### config.mk
export PLATFORM = sky130hd
export DESIGN_NAME = float32_half_converter_core_flat
export DESIGN_NICKNAME = d
export VERILOG_FILES = /design/src/hw/rtl/fhc_pkg.sv /design/src/hw/rtl/fhc_stream_if.sv /design/src/hw/rtl/fhc_decode.sv /design/src/hw/rtl/fhc_pack.sv /design/src/hw/rtl/float32_half_converter_core.sv /design/src/flat_wrapper.sv
export VERILOG_INCLUDE_DIRS = /design/src /design/src/hw/rtl
export SDC_FILE = /design/constraint.sdc
export NUM_CORES = 1
export LEC_CHECK = 0
export BUFFER_PORTS_ARGS = -buffer_cell sky130_fd_sc_hd__buf_4
export CAP_MARGIN = 15
export CORE_ASPECT_RATIO = 1.5
export CORE_MARGIN = 2
export CORE_UTILIZATION = 30
export CTS_CLUSTER_SIZE = 12
export DETAILED_ROUTE_END_ITERATION = 10
export PLACE_DENSITY = 0.53
export REMOVE_ABC_BUFFERS = 1
export SLEW_MARGIN = 20
export SYNTH_ARGS = -nofsm -noshare
export SYNTH_HDL_FRONTEND = slang
export SYNTH_SLANG_ARGS = --single-unit
### constraint.sdc
create_clock -name clk -period 3 [get_ports clk]
set_clock_uncertainty 0.05 [all_clocks]
set_input_delay 0.3 -clock clk [delete_from_list [all_inputs] [get_ports clk]]
set_output_delay 0.3 -clock clk [all_outputs]
set_load 0.01 [all_outputs]
### src/hw/rtl/float32_half_converter_core_defines.svh
// Assertion macros for the converter RTL.
`ifndef FLOAT32_HALF_CONVERTER_CORE_DEFINES_SVH
`define FLOAT32_HALF_CONVERTER_CORE_DEFINES_SVH
// Check that a condition implies a property on the same edge.
`define FHC_ASSERT_IMP(label, clk, rst_n, cond, prop) \
	label: assert property (@(posedge clk) disable iff (!rst_n) (cond) |-> (prop)) \
		else $error("assertion failed");
// Check that a condition implies a property on the next edge.
`define FHC_ASSERT_NEXT(label, clk, rst_n, cond, prop) \
	label: assert property (@(posedge clk) disable iff (!rst_n) (cond) |=> (prop)) \
		else $error("assertion failed");
`endif

### src/hw/rtl/fhc_pkg.sv
// Package: types and constants of the single/half converter.
package fhc_pkg;
	localparam logic        FUNC_S2H = 1'b0;
	localparam logic        FUNC_H2S = 1'b1;
	localparam int unsigned NUM_STAGES = 3;
	localparam logic [7:0]  BIAS_DIFF = 8'(127 - 15);
	localparam logic [15:0] HALF_INF = 16'h7c00;
	localparam logic [31:0] SINGLE_INF = 32'h7f80_0000;

	// Decoded item after the first stage.
	typedef struct packed {
		logic        func;
		logic        sign;
		logic        done;      // result already final
		logic [31:0] res;       // final result when done
		logic [7:0]  exp;       // raw exponent (single) or half exponent
		logic [22:0] man;       // mantissa, half mantissa in [9:0]
	} dec_t;

	// Leading-one position of a 10 bit half mantissa, as shift count 1..10.
	function automatic logic [3:0] lz_shift(input logic [9:0] f);
		logic [3:0] n;
		n = 4'd10;
		for (int k = 0; k < 10; k++) begin
			if (f[k]) n = 4'(10 - k);
		end
		return n;
	endfunction
endpackage

### src/hw/rtl/fhc_stream_if.sv
// Interface: valid/ready channel with a generic payload.
interface fhc_stream_if #(parameter int unsigned W = 1);
	logic         valid;
	logic         ready;
	logic [W-1:0] data;
	modport source (output valid, output data, input ready);
	modport sink   (input valid, input data, output ready);
endinterface

### src/hw/rtl/fhc_decode.sv
// Stage 1 logic: classify an item and settle special cases.
module fhc_decode (
	input  logic              func,
	input  logic [31:0]       single_in,
	input  logic [15:0]       half_in,
	output fhc_pkg::dec_t     dec
);
	import fhc_pkg::*;
	logic [7:0] e8;
	logic [4:0] e5;
	always_comb begin
		e8 = single_in[30:23];
		e5 = half_in[14:10];
		dec = '0;
		dec.func = func;
		if (func == FUNC_S2H) begin
			dec.sign = single_in[31];
			dec.exp  = e8;
			dec.man  = single_in[22:0];
			if (e8 < 8'd103) begin
				dec.done = 1'b1;
				dec.res  = {16'd0, single_in[31], 15'd0};
			end else if (e8 == 8'hff) begin
				dec.done = 1'b1;
				dec.res  = {16'd0, {single_in[31], 15'd0} | HALF_INF |
					{6'd0, single_in[22:13]} |
					{15'd0, (single_in[22:13] == 10'd0) && (single_in[22:0] != 0)}};
			end else if (e8 > 8'd142) begin
				dec.done = 1'b1;
				dec.res  = {16'd0, {single_in[31], 15'd0} | HALF_INF};
			end
		end else begin
			dec.sign = half_in[15];
			dec.exp  = {3'd0, e5};
			dec.man  = {13'd0, half_in[9:0]};
			if (e5 == 5'd0 && half_in[9:0] == 10'd0) begin
				dec.done = 1'b1;
				dec.res  = {half_in[15], 31'd0};
			end else if (e5 == 5'd31) begin
				dec.done = 1'b1;
				dec.res  = {half_in[15], 31'd0} | SINGLE_INF | {9'd0, half_in[9:0], 13'd0};
			end
		end
	end
endmodule

### src/hw/rtl/fhc_pack.sv
// Stage 2 logic: shift and pack the ordinary cases.
module fhc_pack (
	input  fhc_pkg::dec_t dec,
	output logic [31:0]   res
);
	import fhc_pkg::*;
	logic [23:0] sh;
	logic [7:0]  eh;
	logic [3:0]  n;
	logic [9:0]  fn;
	always_comb begin
		sh = '0; eh = '0; n = '0; fn = '0;
		if (dec.done) begin
			res = dec.res;
		end else if (dec.func == FUNC_S2H) begin
			eh = dec.exp - BIAS_DIFF;
			if (dec.exp <= BIAS_DIFF) begin
				// Subnormal half: shift right by 1 - e with hidden one.
				sh = {1'b1, dec.man} >> 5'(8'd113 - dec.exp);
				res = {16'd0, dec.sign, 5'd0, sh[22:13]};
			end else begin
				res = {16'd0, dec.sign, eh[4:0], dec.man[22:13]};
			end
		end else begin
			if (dec.exp[4:0] == 5'd0) begin
				n  = lz_shift(dec.man[9:0]);
				fn = dec.man[9:0] << n;
				res = {dec.sign, 8'(8'd113 - {4'd0, n}), fn, 13'd0};
			end else begin
				res = {dec.sign, dec.exp + BIAS_DIFF, dec.man[9:0], 13'd0};
			end
		end
	end
endmodule

### src/hw/rtl/float32_half_converter_core.sv
// Top level: pipelined single/half precision converter.
// Channel | Direction | Payload
// in_ch   | sink      | {func, single_in[31:0], half_in[15:0]}
// out_ch  | source    | {half_out[15:0], single_out[31:0]}
// Registered stages: decode, pack, output register; one transaction per cycle while out_ch does not stall.
// Each stage advances when the next is empty or moving, so stalls hold data.
// Reset clears the valid bits only; payload registers are left as they are.
module float32_half_converter_core (
	input logic clk,
	input logic arst_n,
	fhc_stream_if.sink   in_ch,
	fhc_stream_if.source out_ch
);
	import fhc_pkg::*;
	`include "float32_half_converter_core_defines.svh"

	dec_t        dec_c, dec_s1;
	logic        v_s1, v_s2, v_s3;
	logic        func_s2;
	logic [31:0] res_c, res_s2;
	logic [47:0] out_s3;
	logic        adv1, adv2, adv3;

	// Stage 1: classify the incoming transaction.
	fhc_decode u_dec (
		.func(in_ch.data[48]), .single_in(in_ch.data[47:16]),
		.half_in(in_ch.data[15:0]), .dec(dec_c)
	);
	// Stage 2: normalise and pack.
	fhc_pack u_pack (.dec(dec_s1), .res(res_c));

	assign adv3 = !v_s3 || out_ch.ready;
	assign adv2 = !v_s2 || adv3;
	assign adv1 = !v_s1 || adv2;
	assign in_ch.ready = adv1;

	always_ff @(posedge clk or negedge arst_n) begin
		if (!arst_n) begin
			v_s1 <= 1'b0; v_s2 <= 1'b0; v_s3 <= 1'b0;
		end else begin
			if (adv1) v_s1 <= in_ch.valid;
			if (adv2) v_s2 <= v_s1;
			if (adv3) v_s3 <= v_s2;
		end
	end

	always_ff @(posedge clk) begin
		if (adv1) dec_s1 <= dec_c;
		if (adv2) begin
			res_s2  <= res_c;
			func_s2 <= dec_s1.func;
		end
		// Zero the field of the direction not chosen.
		if (adv3) out_s3 <= (func_s2 == FUNC_S2H) ? {res_s2[15:0], 32'd0} : {16'd0, res_s2};
	end

	assign out_ch.valid = v_s3;
	assign out_ch.data  = out_s3;

	`FHC_ASSERT_NEXT(a_hold, clk, arst_n, out_ch.valid && !out_ch.ready, out_ch.valid)
	`FHC_ASSERT_NEXT(a_fill, clk, arst_n, v_s2 && adv3, v_s3)
	`FHC_ASSERT_IMP(a_bp, clk, arst_n, v_s1 && v_s2 && v_s3 && !out_ch.ready, !in_ch.ready)
endmodule

### src/flat_wrapper.sv
// flat-port wrapper written by rule: the top's interface ports become plain ports
module float32_half_converter_core_flat import fhc_pkg::*;
  (clk, arst_n, in_ch_valid, in_ch_data, in_ch_ready, out_ch_valid, out_ch_data, out_ch_ready);
  fhc_stream_if #(.W(49)) in_ch_i ();
  fhc_stream_if #(.W(48)) out_ch_i ();
  input logic clk;
  input logic arst_n;
  input wire logic [$bits(in_ch_i.valid)-1:0] in_ch_valid;
  input wire logic [$bits(in_ch_i.data)-1:0] in_ch_data;
  output wire logic [$bits(in_ch_i.ready)-1:0] in_ch_ready;
  output wire logic [$bits(out_ch_i.valid)-1:0] out_ch_valid;
  output wire logic [$bits(out_ch_i.data)-1:0] out_ch_data;
  input wire logic [$bits(out_ch_i.ready)-1:0] out_ch_ready;
  assign in_ch_i.valid = in_ch_valid;
  assign in_ch_i.data = in_ch_data;
  assign in_ch_ready = in_ch_i.ready;
  assign out_ch_valid = out_ch_i.valid;
  assign out_ch_data = out_ch_i.data;
  assign out_ch_i.ready = out_ch_ready;
  float32_half_converter_core u_core (.clk(clk), .arst_n(arst_n), .in_ch(in_ch_i), .out_ch(out_ch_i));
endmodule
======== Word-level counts from Yosys, hierarchy flattened ========
Cells that the tools add are included.
cells by class
  shift-type cells ........................ 2
  bitwise logic cells ..................... 3
  $mul .................................... 0
  add/subtract/negate cells ............... 4
  divide/modulo/power cells ............... 0
  mux-type cells .......................... 22
  eq/ne operators ......................... 2
  reductions and logical operators ........ 13
  magnitude comparators ................... 3
operator list
  cell                   count
  $mux W33               5
  $mux W65               1
  $mux W32               2
  $mux W4                11
  $or A32 B23 Y32        1
  $mux W31               1
  $shr A24 B5 Y23        1
  $reduce_bool A23 Y1    1
  $logic_not A10 Y1      2
  $or A16 B1 Y16         1
  $or A16 B10 Y16        1
  $mux W15               1
  $logic_not A5 Y1       2
  $shl A10 B4 Y10        1
  $add A8 B7 Y8 const B  1
  $eq A8 B8 Y1 const B   1
  $gt A8 B8 Y1 const B   1
  $le A8 B7 Y1 const B   1
  $lt A8 B7 Y1 const B   1
  $sub A7 B4 Y8 const A  1
  $eq A5 B5 Y1 const B   1
  $sub A5 B5 Y5 const A  1
  $sub A5 B5 Y5 const B  1
  $logic_not A1 Y1       3
  3 further kinds        6
word-level totals
  register bits ........................... 150
  RAM bits ................................ 0
  memories ................................ 0
  bits in latches ......................... 0
  output and inout bits ................... 50
  bits in read-only memories .............. 0

======== Logic depth before layout (Yosys ltp) ========
  word-level depth ........................ 16
  mapped depth ............................ 10
  depth with buffers taken out ............ 8

======== Hierarchy ========
From an unflattened synthesis, not the netlist that was laid out.
unflattened totals
  cells, all modules ...................... 555
  area total of the unflattened synthesis .. 7168.1 µm²
modules (own cells, without submodules)
  module                       cells an instance  times used  area an instance (µm²)
  float32_half_converter_core  210                1           4882.2
  fhc_pack                     244                1           1566.5
  fhc_decode                   101                1           719.4

======== Worst setup path after synthesis ========
Ideal clock, no wire load.
  kind .................................... register -> register
  start ................................... register u_core.v_s3 (netlist: u_core.out_ch.valid)
  end ..................................... register u_core.dec_s1[0] (netlist name), enable pin
  arrival time ............................ 2.044 ns
  buffers on the path ..................... 0
  stages on the path, launching flop included .. 2
  period minus slack after synthesis ...... 3.014 ns
  library setup time ...................... 0.920 ns
  slack ................................... -0.014 ns
  cells stage by stage .................... dfrtp_1 nand4b_1
on the way
  word-level cells in the longest chain between the ends .. 4
ends and longest elaborated chain
  item                    RTL line                           RTL
  from (decl)             float32_half_converter_core.sv:18  logic v_s1, v_s2, v_s3;
  from (signal assigned)  float32_half_converter_core.sv:43  if (adv3) v_s3 <= v_s2;
  $logic_not A1 Y1        float32_half_converter_core.sv:32  assign adv3 = !v_s3 || out_ch.ready;
  $logic_or A1 B1 Y1      float32_half_converter_core.sv:32
  $logic_or A1 B1 Y1      float32_half_converter_core.sv:33  assign adv2 = !v_s2 || adv3;
  $logic_or A1 B1 Y1      float32_half_converter_core.sv:34  assign adv1 = !v_s1 || adv2;
  net in_ch_ready         flat_wrapper.sv:10                 output wire logic [$bits(in_ch_i.ready)-1:0] in_ch_ready;
  to (signal assigned)    float32_half_converter_core.sv:48  if (adv1) dec_s1 <= dec_c;
  to (decl)               float32_half_converter_core.sv:17  dec_t dec_c, dec_s1;
The timed path passes the listed nets, and every way through them passes these cells.
A chain may end at the register's enable or synchronous reset.

======== Worst setup path after layout ========
  start ................................... register u_core.dec_s1[26] (netlist name)
  end ..................................... register u_core.res_s2[7], data pin
on the way
  word-level cells in the longest chain between the ends .. 5
  elaborated cells between the ends (all ways) .. 6
ends and longest elaborated chain
  item                  RTL line                           RTL
  $sub A5 B5 Y5         fhc_pack.sv:19                     sh = {1'b1, dec.man} >> 5'(8'd113 - dec.exp);
  $shr A24 B5 Y23       fhc_pack.sv:19
  $mux W15 (*)          fhc_pack.sv:17                     if (dec.exp <= BIAS_DIFF) begin
  $mux W32 (*)          fhc_pack.sv:15                     end else if (dec.func == FUNC_S2H) begin
  $mux W32 (*)          fhc_pack.sv:13                     if (dec.done) begin
  net u_core.res_c[7]   float32_half_converter_core.sv:20  logic [31:0] res_c, res_s2;
  to (signal assigned)  float32_half_converter_core.sv:50  res_s2 <= res_c;
  to (decl)             float32_half_converter_core.sv:20
The timed path passes the listed nets; every way through them passes the cells marked *.

==> metrics.md <==
| Metric | Value |
|---|---|
| Status | completed |
| PwrDens | 658.8 nW/µm² |
| Vias in the first global route | about 4700 |
| Placed Cells | 903 |
| Top FF cell, synth | edfxtp_1 |
| RD Place Congestion | just over 0.9 |
| CP Data Arrival Time | about 2.8 ns |
| Worst min path class | in2reg |
| Fin cells | 936 |
| Pre-CTS worst setup slack | 0.4595 ns |
| Cells after Synth | between 500 and 600 |
| Ratio of final minimum period to clock period | 87.16% |
| Die Y-Extent | between 150 and 200 µm |
| # IOs | 103 |
| Post-synth ARST share | 2.174% |
| Post-synthesis area per instance | 12.18 µm² |
| Dominant cell by count in the synthesized netlist | edfxtp_1 |
| Peak supply drop | about 0.42 mV |
| Synth-to-Final Area Change | 25.40% |
| WL final | 15960 µm |
| R2R cell count | 5 |
| #FFs+latches synth | between 100 and 150 |
| Via count | 4672 |
| TritonCTS Buffers | 17 |
| Row count | 66 |
| Final Setup Violations | 0 |
| Critical path capture point type | flip-flop |
| Initial antenna violation count | 0 |
| Critical Path RT | 3.18 ns |
| Clock buffer depth | 2 |
| First-pass GRT wire length | 25510 µm |
| Reg clk slew, reported paths | 0.06 ns |
| Critical Path Start Type | flip-flop |
| Buffers on Ports | 102 |
| Initial DRC Count | 447 |
| Fill cells | 2136 |
| Mapped Area | 6685 µm² |
| Final core area utilization | 38.45% |
| CORE AREA | 21800 µm² |
| # nets final | around 710 |
| Yosys Warn Count | 0 |
| Detailed Place HPWL | ~12000 µm |
| Clock latency on the worst-skew pair | 0.42 ns |
| Final Hold Viols | 0 |
| Max Freq | 0.3824 GHz |
| Least-Margin Pin Slew | 0.7964 ns |
| Top cells by count, synth | edfxtp_1, and2_1, nand2_1 |
| Inserted Diodes | 0 |
| Footprint of the multi-input gates | around 2400 µm² |
| Worst Path Max Fanout | 11 |
| Relative slew slack | 46.23% |
| Die Footprint | 23520 µm² |
| Largest net degree at the start of global routing | 52 |
| Overall Power | around 5.5 mW |
| Final hold slack | 0.02433 ns |
| Pins Over Slew Limit | 0 |
| CTS tree | yes |
| Clock Sinks | 138 |
| Max cap viols | 0 |
| Layout cells sized above 1 | about a quarter |
| Register area | 4129 µm² |
| Chip width | 125.9 µm |
| Gr usage total | between 10% and 20% |
| DRC Markers | 0 |
| First-pass iteration count of the detailed router | 6 |
| Final Cell Area | 8383 µm² |
| Top post-synthesis cells by area | edfxtp_1, and2_1, nor2b_1, mux2_2, o21ai_0 |
| Antenna Nets Post-Route | 0 |
| Routed len/inst | ~17 µm |
| DR vias/cell | between 4 and 5 |
| RSZ-0062 raised after global routing | false |
| Total grt overflow | 0 |
| Library cells used by synthesis | 64 |
| Initial core utilization | a little under a third |
| Leakage | between 3 and 4 nW |
| Clock root cell | clkbuf_16 |
| Dpl cell area | 7776 µm² |
| Post-synth top area cell | edfxtp_1 |
| Sequential-to-total area share from yosys stat | 61.76% |
| Post-synth EDFFs | 135 |
| Final WS setup | 0.3851 ns |
| Crit path kind | reg2reg |
| Fin crit period | roughly 2.6 ns |
| Fin Setup TNS | 0 ns |
| H-tree levels | 4 |
| Top cell type's share of synthesized area | approximately three fifths |
| Worst Hold Depth | 2 |
==> path summary, 6_finish.rpt <==
| path | start | endpoint | slack [ns] |
|---|---|---|---|
| max in group asynchronous | arst_n | u_core.out_ch.valid | 2.65 |
| setup reg to reg | u_core.dec_s1[26] | u_core.res_s2[7] | 0.39 |
| min in group asynchronous | arst_n | u_core.v_s2 | 0.16 |
| hold reg to reg | u_core.v_s1 | u_core.v_s2 | 0.43 |
| setup / recovery | u_core.dec_s1[26] | u_core.res_s2[7] | 0.39 |
| hold / removal | in_ch_valid | u_core.v_s1 | 0.02 |
==> layer usage <==
metal  GRT usage (%)  vias up  wire, µm
li1                -     2263         -
met1           16.85     2175      6840
met2           22.56      190      7797
met3           3.432       44       828
met4           6.298        0       493
met5               0        -         0
==> final cells by class <==
class / instances / area share (%)
clock buffer: 18 / 5.119
clock inverter: 14 / 1.940
inverter: 19 / 0.8507
multi-input combinational: 360 / 28.06
sequential: 138 / 49.25
tap: 272 / 4.060
timing repair buffer: 115 / 10.72
==> logic make-up (layout without fill, tap and decap cells) <==
logic type,count (synthesis),count (layout),share of synthesized area [%]
xor+xnor,6,6,0.7862
mux,28,28,4.716
fa+ha+maj,4,4,0.7487
compound gates,121,121,12.17
simple gates,201,201,16.66
buf+inv,51,166,3.163
flops,138,138,61.76
==> report_power, final <==
| group | switching [mW] | leakage (nW) | internal (mW) |
|---|---|---|---|
| Combinational | 0.469 | 1.47 | 0.395 |
| Sequential | 0.148 | 1.49 | 2.41 |
| Clock | 0.859 | 0.276 | 1.24 |
| Total | 1.48 | 3.24 | 4.05 |
==> cell usage in the layout, fill, tap and decap left out, types with 9 or more instances in the layout <==
cell type and n:
edfxtp_1 135, nor2_1 21, and2_1 49, inv_1 19, buf_4 112, nor2b_1 35
o21ai_0 39, clkbuf_16 17, nand2_1 40, nor3_1 14, a21oi_1 17, mux2i_1 9
mux2_2 18
==> repair_timing <==
action,4_1_cts,5_1_grt
gates resized for setup,0,0
hold buffers,1,0
endpoints found under the hold margin,3,0
setup buffers,0,0
==> worst max-delay path, stage by stage (launching register included) <==
cell      delay (ns)
edfxtp_1        0.50
or4_1           0.65
a31o_2          0.39
nor4_1          0.44
a22oi_1         0.14
o21ai_0         0.24
==> registers in the layout (all words and copies together) (netlist names) <==
name	flops
u_core.v_s1	1
u_core.out_ch.data	48
u_core.func_s2	1
u_core.res_s2	32
u_core.out_ch.valid	1
u_core.dec_s1	54
u_core.v_s2	1
Power figures use the tool's default switching activity.
